[src/hdl/nsdr_pkg.sv]
// Shared types and constants for the n-step discounted return collector.
package nsdr_pkg;

    localparam int DATA_W   = 32;
    localparam int WEIGHT_W = 16;

    // unsigned Q1.15 weight of a freshly written slot (1.0)
    localparam logic [WEIGHT_W-1:0] WEIGHT_ONE = 16'd32768;

    // one ring slot as it sits in the slot memory
    typedef struct packed {
        logic        [WEIGHT_W-1:0] weight;
        logic signed [DATA_W-1:0]   sum;
        logic        [DATA_W-1:0]   action;
        logic        [DATA_W-1:0]   state;
    } t_slot;

endpackage

[src/hdl/nsdr_mac.sv]
// Slot update datapath: weighted reward accumulate and weight decay, one slot per cycle.
module nsdr_mac #(
    parameter int ADDR_W = 3
) (
    input  logic                        i_clk,
    input  logic                        i_rst_n,
    input  logic                        i_valid,
    input  logic [ADDR_W-1:0]           i_addr,
    input  nsdr_pkg::t_slot             i_slot,
    input  logic signed [31:0]          i_reward,
    input  logic [15:0]                 i_discount,
    output logic                        o_valid,
    output logic [ADDR_W-1:0]           o_addr,
    output nsdr_pkg::t_slot             o_slot
);
    import nsdr_pkg::*;

    logic                     r_valid;
    logic [ADDR_W-1:0]        r_addr;
    t_slot                    r_slot;
    logic signed [48:0]       r_rprod;
    logic [31:0]              r_wprod;

    logic signed [48:0]       l_rp;
    logic signed [33:0]       l_sc;
    logic signed [34:0]       l_acc;
    logic [31:0]              l_wp;
    logic [16:0]              l_nw;

    always_ff @(posedge i_clk) begin
        if (!i_rst_n) begin
            r_valid <= 1'b0;
        end else begin
            r_valid <= i_valid;
        end
        r_addr  <= i_addr;
        r_slot  <= i_slot;
        r_rprod <= 49'(i_reward) * 49'(signed'({1'b0, i_slot.weight}));
        r_wprod <= 32'(i_slot.weight) * 32'(i_discount);
    end

    // round half up: add 2^14, arithmetic shift by 15 floors
    assign l_rp  = r_rprod + 49'sd16384;
    assign l_sc  = l_rp[48:15];
    assign l_acc = 35'(r_slot.sum) + 35'(l_sc);
    assign l_wp  = r_wprod + 32'd16384;
    assign l_nw  = l_wp[31:15];

    always_comb begin
        o_slot        = r_slot;
        if (l_acc > 35'sd2147483647) begin
            o_slot.sum = 32'sh7fffffff;
        end else if (l_acc < -35'sd2147483648) begin
            o_slot.sum = 32'sh80000000;
        end else begin
            o_slot.sum = l_acc[31:0];
        end
        o_slot.weight = l_nw[16] ? 16'hffff : l_nw[15:0];
    end

    assign o_valid = r_valid;
    assign o_addr  = r_addr;

endmodule

[src/hdl/n_step_discounted_return.sv]
// Top level: ring of transitions in a slot memory with sequenced update, emit and flush.
// Sequence: an item is taken in the idle state only; once wrapped, the overwritten slot is
// read and loaded as an output word before the update; after a last item, each flush word
// is read from the slot memory and then loaded. A new item waits until the update and any
// flush are done; the update reads one slot per cycle into the multiply stage.
// Reset: synchronous active low; clears pointer, wrap flag, sequencer, output valid and
// sets the discount to 32440. The slot memory is not cleared; no stale slot contents are used.
module n_step_discounted_return #(
    parameter int RING_DEPTH = 8
) (
    input  logic         i_clk,
    input  logic         i_rst_n,
    input  logic         i_cfg_wr_en,
    input  logic [15:0]  i_cfg_wr_data,
    input  logic         s_axis_tvalid,
    output logic         s_axis_tready,
    // state_tag[31:0], action_code[63:32], reward_value[95:64]
    input  logic [95:0]  s_axis_tdata,
    input  logic         s_axis_tlast,
    output logic         m_axis_tvalid,
    input  logic         m_axis_tready,
    // origin_state[31:0], taken_action[63:32], discounted_return[95:64],
    // following_state[127:96]
    output logic [127:0] m_axis_tdata,
    // is_terminal[0]
    output logic         m_axis_tuser,
    output logic         m_axis_tlast
);
    import nsdr_pkg::*;

    localparam int PTR_W = (RING_DEPTH > 1) ? $clog2(RING_DEPTH) : 1;
    localparam int CNT_W = $clog2(RING_DEPTH + 1);

    localparam logic [2:0] S_IDLE  = 3'd0;
    localparam logic [2:0] S_EM_LD = 3'd1;
    localparam logic [2:0] S_UPD   = 3'd2;
    localparam logic [2:0] S_DRAIN = 3'd3;
    localparam logic [2:0] S_FL_RD = 3'd4;
    localparam logic [2:0] S_FL_LD = 3'd5;

    t_slot r_mem [RING_DEPTH];

    logic [2:0]          r_state, n_state;
    logic [DATA_W-1:0]   r_st, r_ac;
    logic signed [31:0]  r_rew;
    logic                r_end;
    logic [PTR_W-1:0]    r_wp;
    logic                r_wrap;
    logic [CNT_W-1:0]    r_filled;
    logic [CNT_W-1:0]    r_j, n_j;
    logic [15:0]         r_discount;
    t_slot               r_q;
    logic                r_v1;
    logic [PTR_W-1:0]    r_a1;
    logic                r_ovalid;
    logic [127:0]        r_odata;
    logic                r_ouser;
    logic                r_olast;

    logic                w_accept;
    logic                w_rd_en;
    logic [PTR_W-1:0]    w_rd_addr;
    logic                w_ofree;
    logic                w_load;
    logic                w_load_term;
    logic                w_load_last;
    logic                w_j_last;
    t_slot               w_mac_in;
    logic                w_we;
    logic [PTR_W-1:0]    w_wr_addr;
    t_slot               w_wr_slot;

    assign s_axis_tready = (r_state == S_IDLE);
    assign w_accept      = s_axis_tvalid && s_axis_tready;
    assign w_ofree       = !r_ovalid || m_axis_tready;
    assign w_j_last      = (r_j == r_filled - CNT_W'(1));

    always_comb begin
        n_state     = r_state;
        n_j         = r_j;
        w_rd_en     = 1'b0;
        w_rd_addr   = r_j[PTR_W-1:0];
        w_load      = 1'b0;
        w_load_term = 1'b0;
        w_load_last = 1'b0;
        case (r_state)
            S_IDLE: begin
                n_j = '0;
                if (w_accept) begin
                    if (r_wrap) begin
                        // pull the slot about to be overwritten
                        w_rd_en   = 1'b1;
                        w_rd_addr = r_wp;
                        n_state   = S_EM_LD;
                    end else begin
                        n_state = S_UPD;
                    end
                end
            end
            S_EM_LD: begin
                if (w_ofree) begin
                    w_load      = 1'b1;
                    w_load_last = !r_end;
                    n_state     = S_UPD;
                end
            end
            S_UPD: begin
                w_rd_en = 1'b1;
                n_j     = r_j + CNT_W'(1);
                if (w_j_last) begin
                    n_state = S_DRAIN;
                end
            end
            S_DRAIN: begin
                n_j = '0;
                if (!r_v1 && !w_we) begin
                    n_state = r_end ? S_FL_RD : S_IDLE;
                end
            end
            S_FL_RD: begin
                w_rd_en = 1'b1;
                n_state = S_FL_LD;
            end
            S_FL_LD: begin
                if (w_ofree) begin
                    w_load      = 1'b1;
                    w_load_term = 1'b1;
                    w_load_last = w_j_last;
                    n_j         = r_j + CNT_W'(1);
                    n_state     = w_j_last ? S_IDLE : S_FL_RD;
                end
            end
            default: begin
                n_state = S_IDLE;
            end
        endcase
    end

    always_ff @(posedge i_clk) begin
        if (!i_rst_n) begin
            r_state    <= S_IDLE;
            r_j        <= '0;
            r_wp       <= '0;
            r_wrap     <= 1'b0;
            r_discount <= 16'd32440;
            r_v1       <= 1'b0;
            r_ovalid   <= 1'b0;
        end else begin
            r_state <= n_state;
            r_j     <= n_j;
            r_v1    <= (r_state == S_UPD);
            if (i_cfg_wr_en) begin
                r_discount <= i_cfg_wr_data;
            end
            if (r_state == S_DRAIN && !r_v1 && !w_we) begin
                if (r_end) begin
                    r_wp   <= '0;
                    r_wrap <= 1'b0;
                end else if (r_wp == PTR_W'(RING_DEPTH - 1)) begin
                    r_wp   <= '0;
                    r_wrap <= 1'b1;
                end else begin
                    r_wp <= r_wp + PTR_W'(1);
                end
            end
            if (w_load) begin
                r_ovalid <= 1'b1;
            end else if (m_axis_tready) begin
                r_ovalid <= 1'b0;
            end
        end
    end

    // input word and per-item bookkeeping
    always_ff @(posedge i_clk) begin
        if (w_accept) begin
            r_st     <= s_axis_tdata[31:0];
            r_ac     <= s_axis_tdata[63:32];
            r_rew    <= s_axis_tdata[95:64];
            r_end    <= s_axis_tlast;
            r_filled <= r_wrap ? CNT_W'(RING_DEPTH) : CNT_W'(r_wp) + CNT_W'(1);
        end
        r_a1 <= w_rd_addr;
        if (w_load) begin
            r_odata <= {r_st, r_q.sum, r_q.action, r_q.state};
            r_ouser <= w_load_term;
            r_olast <= w_load_last;
        end
    end

    // slot memory: one read, one write per cycle, registered read data
    always_ff @(posedge i_clk) begin
        if (w_rd_en) begin
            r_q <= r_mem[w_rd_addr];
        end
        if (w_we) begin
            r_mem[w_wr_addr] <= w_wr_slot;
        end
    end

    // the current write slot starts fresh instead of its stale contents
    always_comb begin
        w_mac_in = r_q;
        if (r_a1 == r_wp) begin
            w_mac_in.state  = r_st;
            w_mac_in.action = r_ac;
            w_mac_in.sum    = '0;
            w_mac_in.weight = WEIGHT_ONE;
        end
    end

    nsdr_mac #(
        .ADDR_W (PTR_W)
    ) u_mac (
        .i_clk      (i_clk),
        .i_rst_n    (i_rst_n),
        .i_valid    (r_v1),
        .i_addr     (r_a1),
        .i_slot     (w_mac_in),
        .i_reward   (r_rew),
        .i_discount (r_discount),
        .o_valid    (w_we),
        .o_addr     (w_wr_addr),
        .o_slot     (w_wr_slot)
    );

    assign m_axis_tvalid = r_ovalid;
    assign m_axis_tdata  = r_odata;
    assign m_axis_tuser  = r_ouser;
    assign m_axis_tlast  = r_olast;

    a_we_in_update: assert property (@(posedge i_clk) disable iff (!i_rst_n)
        w_we |-> (r_state == S_UPD || r_state == S_DRAIN))
        else $error("slot write outside update");

    a_load_free: assert property (@(posedge i_clk) disable iff (!i_rst_n)
        w_load |-> (!r_ovalid || m_axis_tready))
        else $error("output word overwritten while stalled");

    a_wp_range: assert property (@(posedge i_clk) disable iff (!i_rst_n)
        r_wp <= PTR_W'(RING_DEPTH - 1))
        else $error("write pointer beyond ring");

    a_flush_range: assert property (@(posedge i_clk) disable iff (!i_rst_n)
        (r_state == S_FL_LD || r_state == S_UPD) |-> (r_j < r_filled))
        else $error("slot index beyond filled count");

    a_drain_clean: assert property (@(posedge i_clk) disable iff (!i_rst_n)
        (r_state == S_FL_RD) |-> (!r_v1 && !w_we))
        else $error("flush read while update in flight");

endmodule
[config.mk]
export PLATFORM = sky130hd
export DESIGN_NAME = n_step_discounted_return
export DESIGN_NICKNAME = d
export VERILOG_FILES = /design/src/hdl/nsdr_pkg.sv /design/src/hdl/nsdr_mac.sv /design/src/hdl/n_step_discounted_return.sv
export SDC_FILE = /design/constraint.sdc
export NUM_CORES = 2
export LEC_CHECK = 0
export BUFFER_PORTS_ARGS = -buffer_cell sky130_fd_sc_hd__buf_2
export CAP_MARGIN = 5
export CORE_MARGIN = 3
export CORE_UTILIZATION = 33
export DETAILED_ROUTE_END_ITERATION = 8
export HOLD_SLACK_MARGIN = 0.1
export PLACE_DENSITY = 0.57
export SYNTH_ARGS = -nofsm -noshare
export SYNTH_HDL_FRONTEND = slang
export SYNTH_SLANG_ARGS = --single-unit
[constraint.sdc]
create_clock -name i_clk -period 9.4 [get_ports i_clk]
set_input_delay 0.94 -clock i_clk [delete_from_list [all_inputs] [get_ports i_clk]]
set_output_delay 0.94 -clock i_clk [all_outputs]
set_load 0.01 [all_outputs]
After elaboration in Yosys (flattened, before gate mapping)
Memory sizes are Yosys's and may differ from the RTL's. A register that Yosys moved wholly into a read port is not among the register bits.
Cells that the tools add are included.

word-level totals
  register bits after elaboration = 444
  bits in latches = 0
  bits in writable memories = 896
  bits in read-only memories = 0
  bits of input ports = 118
  output and inout bits = 132
  logic and storage cells = 101
  memories kept = 1

operators by class
  add/subtract/negate cells = 7
  multipliers = 2
  divide/modulo/power cells = 0
  magnitude comparators = 2
  equal/unequal tests = 13
  shift operators = 0
  multiplexer cells = 34
  bitwise operators = 0
  reduce and logical (&&, ||, !) cells = 19

memories
  name   words  width  rd ports  clocked after memory_dff  wr ports  RTL line                        source
  r_mem  8      112    1         1                         1         n_step_discounted_return.sv:41  t_slot r_mem [RING_DEPTH];

operator list
  cell                                                                            count
  112-bit two-way mux                                                             1
  32-bit two-way mux                                                              2
  49-bit by 16-bit adder with 49-bit output, second input constant                1
  32-bit by 17-bit multiplier with 49-bit output                                  1
  3-bit two-way mux                                                               12
  32-bit by 34-bit adder with 35-bit output                                       1
  35-bit by 32-bit > comparator with 1-bit output, second input constant          1
  35-bit by 32-bit less-than comparator with 1-bit output, second input constant  1
  32-bit by 15-bit adder with 32-bit output, second input constant                1
  16-bit by 16-bit multiplier with 32-bit output                                  1
  3-bit case mux with 6 select lines                                              1
  16-bit two-way mux                                                              1
  1-bit two-way mux                                                               12
  4-bit case mux with 3 select lines                                              1
  3-bit equality test, second input constant                                      3
  2-bit != test, second input constant                                            4
  3-bit by 2-bit equality test with 1-bit output, second input constant           2
  2-bit OR reduction                                                              3
  5-bit AND reduction                                                             1
  3-bit by 1-bit adder with 4-bit output, second input constant                   1
  4-bit by 1-bit adder with 4-bit output, second input constant                   1
  4-bit equality test                                                             1
  1-bit logical AND                                                               4
  1-bit zero test                                                                 4
  other kinds (13)                                                                16

Depth between registers and ports, before layout
  word-level depth = 5
  mapped depth = 31
  depth with buffers taken out = 27

Modules after synthesis
From an unflattened synthesis, not the netlist that was laid out.

second synthesis, totals
  cells, all modules = 5752
  area, all modules = 77772.1 µm²

modules (own cells, without submodules)
  module                    instances  cells an instance  area each (µm²)  sequential area each (µm²)
  n_step_discounted_return  1          2243               45845.2          37846.3
  nsdr_mac                  1          3509               31926.9          3062.9

Worst setup path after synthesis
No wires, ideal clock.

  path type = register to register
  start = register u_mac.r_addr[1] (netlist: u_mac.o_addr[1])
  end = memory r_mem[0][0] (netlist name), enable pin
  library setup time = 0.721 ns
  arrival = 8.037 ns
  data required time = 8.679 ns
  slack = 0.642 ns
  stages on the path, launching flop included = 3
  path buffers = 0
  period minus slack after synthesis = 8.758 ns
  cells stage by stage = dfxtp_1 > nand2b_1 > nor3_1

RTL lines
  what                    RTL line                        source
  start, declared         nsdr_mac.sv:19                  logic [ADDR_W-1:0] r_addr;
  start signal, assigned  nsdr_mac.sv:36                  r_addr <= i_addr;
  end, declared           n_step_discounted_return.sv:41

No word-level cell before the write port.

Final worst setup path
  start = register r_wp[0]
  end = register u_mac.r_rprod[47]

between the ends
  word-level cells in the longest chain between the ends = 3

ends and longest elaborated chain
  what                                            RTL line                         source
  start, declared                                 n_step_discounted_return.sv:47   logic [PTR_W-1:0] r_wp;
  start signal, assigned                          n_step_discounted_return.sv:163  r_wp <= r_wp + PTR_W'(1);
  3-bit equality test                             n_step_discounted_return.sv:204  if (r_a1 == r_wp) begin
  112-bit two-way mux                             n_step_discounted_return.sv:204
  32-bit by 17-bit multiplier with 49-bit output  nsdr_mac.sv:38                   r_rprod <= 49'(i_reward) * 49'(signed'({1'b0, i_slot.weight}));
  end signal, assigned                            nsdr_mac.sv:38
  end, declared                                   nsdr_mac.sv:21                   logic signed [48:0] r_rprod;

No other way between the ends.
A chain may end at the register's enable or synchronous reset.

==> summary.md <==
| Metric | Value |
|---|---|
| Largest stage delay, worst path | 0.60 ns |
| Met2 wire len | 97.2 mm |
| Slew Limit Fails | 0 |
| Net count after synthesis | 7950 |
| RSZ-0062 raised after global routing | false |
| Detailed Place HPWL | 129 mm |
| Worst path most repeated cell | fa_1 |
| CTS root buf | clkbuf_16 |
| Number of global-route vias before repair | 52700 |
| CTS clk-pin slew, worst paths | 0.06 ns |
| CP bufs+invs | 5 |
| DP Cell Count | 10000 |
| Final hold violations | 0 |
| GRT overflow | 0 |
| Largest net degree at the start of global routing | 201 |
| Drt drc | 0 |
| Share of post-route cells with drive strength above 1 | 9.49% |
| Resized Gates After CTS | 0 |
| WL met3 | 14.8 mm |
| Die ar. | 0.247 mm^2 |
| CP delay by family, top | adder cells |
| Setup bufs post-CTS | 0 |
| Worst Hold Class | in -> reg |
| Placement Rows | 179 |
| Critical path launch point type | register |
| CP required | 10.05 ns |
| Most used DFF post-synth | edfxtp_1 |
| CP Capture Type | register |
| Top cell type by total area after synthesis | edfxtp_1 |
| F_max | 0.117 GHz |
| Area of the multi-input gates | 0.0343 mm^2 |
| Critical path class | reg -> reg |
| Via count | 51000 |
| Post-Syn Area | 0.0795 mm^2 |
| Status | finished, final reports clean |
| Hold Buf Count CTS | 0 |
| Post-synth EDFFs | 1239 |
| Critical path fanouts, max | 101 |
| Die width | 497 um |
| Initial Utilization | 33.3% |
| Routed WL | 210 mm |
| Die height | 497 um |
| Syn_area_per_cell | 11.5 um^2 |
| Non-Filler Instances | 10300 |
| Max layer used | met5 |
| Synth cell types | 80 |
| Crit path time final | 8.57 ns |
| Seq cells post-synth | 1424 |
| Htree depth | 4 |
| Yosys top cell area share | 46.8% |
| RePlAce Congestion | 0.885 |
| CTS tree | built |
| Syn. warnings | 0 |
| Slew Limit Headroom | 26.5% |
| Via-to-Cell Ratio | 4.95 |
| # clock sinks | 1424 |
| Wire per inst | 20.3 um |
| Cell count after synthesis | 6895 |
| # setup viols final | 0 |
| Fill count | 23100 |
| Setup TNS | 0 ns |
| FFs w/ async S/R, synth | 0% |
| Antenna violations before repair | 15 |
| Synth area leaders | edfxtp_1, fa_1, nand2_1, dfxtp_1, ha_1 |
| Setup Skew | 0.0622 ns |
| I/O Buffers | 249 |
| Period utilization | 91.1% |
| CTS max path bufs | 3 |
| Worst Path Arrival | 9.22 ns |
| Worst Tran Pin Value | 1.10 ns |
| Initial DRT Pass Iterations | 7 |
| First-pass GRT wire length | 323 mm |
| Slowest cell on crit path | fa_1 |
| Core area | 0.239 mm^2 |
| Seq. cell area | 0.0409 mm^2 |
| Io pins | 250 |
| M1 WL | 93.2 mm |
| Antenna-violating nets left | 0 |
| Area grow syn2layout | 12.5% |
| Post-synthesis sequential area ratio | 51.5% |
| Fin nets | 8064 |
| Max-cap violations | 0 |
| Starting DRT DRC Count | 4135 |
| TritonCTS buffer count | 149 |
| Clock Latency Late Sink | 0.80 ns |
| Global Route Usage Sum | 17.0% |
[flip-flops by register name (all words and copies together), names as in the netlist, 3 cells and up]
signal         flops
r_j                4
r_wp               3
r_discount        16
u_mac.r_wprod     18
r_rew             32
r_ac              32
u_mac.o_addr       3
r_q              112
u_mac.r_slot      32
r_st              32
u_mac.o_slot      64
r_mem            896
u_mac.r_rprod     35
r_a1               3
r_state            3
m_axis_tdata     128
r_filled           4
[cells in the final DEF, fill, tap and decap left out, types with 6 or more instances in the layout]
cell	instances
a21boi_0	6
a21o_1	83
a21oi_1	87
a31oi_1	13
and2_1	106
and3_1	312
and4_1	6
buf_12	10
buf_2	249
buf_4	72
bufinv_16	15
clkbuf_1	34
clkbuf_16	150
clkbuf_8	16
clkinv_1	12
clkinv_16	13
clkinv_2	22
dfxtp_1	185
edfxtp_1	1239
fa_1	681
ha_1	256
inv_1	775
mux2_2	64
mux2i_1	18
nand2_1	1516
nand2b_1	13
nand3_1	596
nand4_1	24
nor2_1	69
nor2_4	6
nor2b_1	20
nor3_1	12
o211ai_1	7
o21a_1	13
o21ai_0	62
o21ai_1	97
o21bai_1	12
xnor2_1	89
xor2_1	59
[cells in the mapped netlist, drive strengths merged (6+ instances only)]
| cell type | count |
|---|---|
| a21o | 83 |
| o21bai | 12 |
| o21ai | 162 |
| and2 | 112 |
| a21boi | 6 |
| nand4 | 24 |
| o31ai | 7 |
| inv | 778 |
| mux2i | 22 |
| a21oi | 89 |
| buf | 62 |
| fa | 681 |
| dfxtp | 185 |
| and3 | 312 |
| nor2b | 22 |
| nor2 | 75 |
| clkbuf | 306 |
| xnor2 | 90 |
| nand2 | 1516 |
| mux2 | 64 |
| xor2 | 59 |
| ha | 256 |
| a211oi | 7 |
| and4 | 7 |
| a31oi | 15 |
| nand2b | 13 |
| o21a | 13 |
| o211ai | 7 |
| edfxtp | 1239 |
| nand3 | 597 |
| nor3 | 14 |
[layout make-up]
class	instances	area share [%]
clock inverter	78	1.29
antenna	3	0.00840
sequential	1424	45.8
tap	3167	4.43
multi-input combinational	4325	38.4
timing repair buffer	331	2.22
clock buffer	201	4.60
inverter	778	3.29
[metrics by stage]
stage                     worst slack (ns)  util [%]  hold WS, ns  area, um^2
after floorplan                      0.642         -        0.350       79500
after global placement                1.13      35.2        0.354       84100
after detailed placement             0.967      35.2        0.362       84100
after CTS                            0.901      37.4        0.234       89400
after global routing                 0.479      37.4        0.253       89400
final                                0.834      37.4        0.300       89400
[final timing paths]
kind / startpoint / end / slack (ns) / cells after the start
worst max-delay path: r_wp[0] / u_mac.r_rprod[47] / 0.83 / 25
worst min-delay path: s_axis_tdata[59] / r_ac[27] / 0.30 / 1
worst max register to register: r_wp[0] / u_mac.r_rprod[47] / 0.83 / 25
worst min register to register: r_a1[1] / u_mac.o_addr[1] / 0.37 / 0
[routing by layer]
layer,global-route usage [%],vias to the layer above
li1,-,23100
met1,23.8,25900
met2,27.2,1676
met3,3.21,291
met4,3.96,2
met5,0,-
[cell families (layout without fill, tap and decap cells)]
family	after synthesis	after routing	share of synthesized area [%]
simple gates	2704	2704	15.4
flops	1424	1424	51.5
buf+inv	1146	1388	5.48
fa+ha+maj	937	937	21.2
compound gates	449	449	3.64
xor+xnor	149	149	1.65
mux	86	86	1.19
other cells	0	3	0
Power is not shown: default switching activity piles up to over one toggle a cycle in this logic, so the estimate is an artifact.
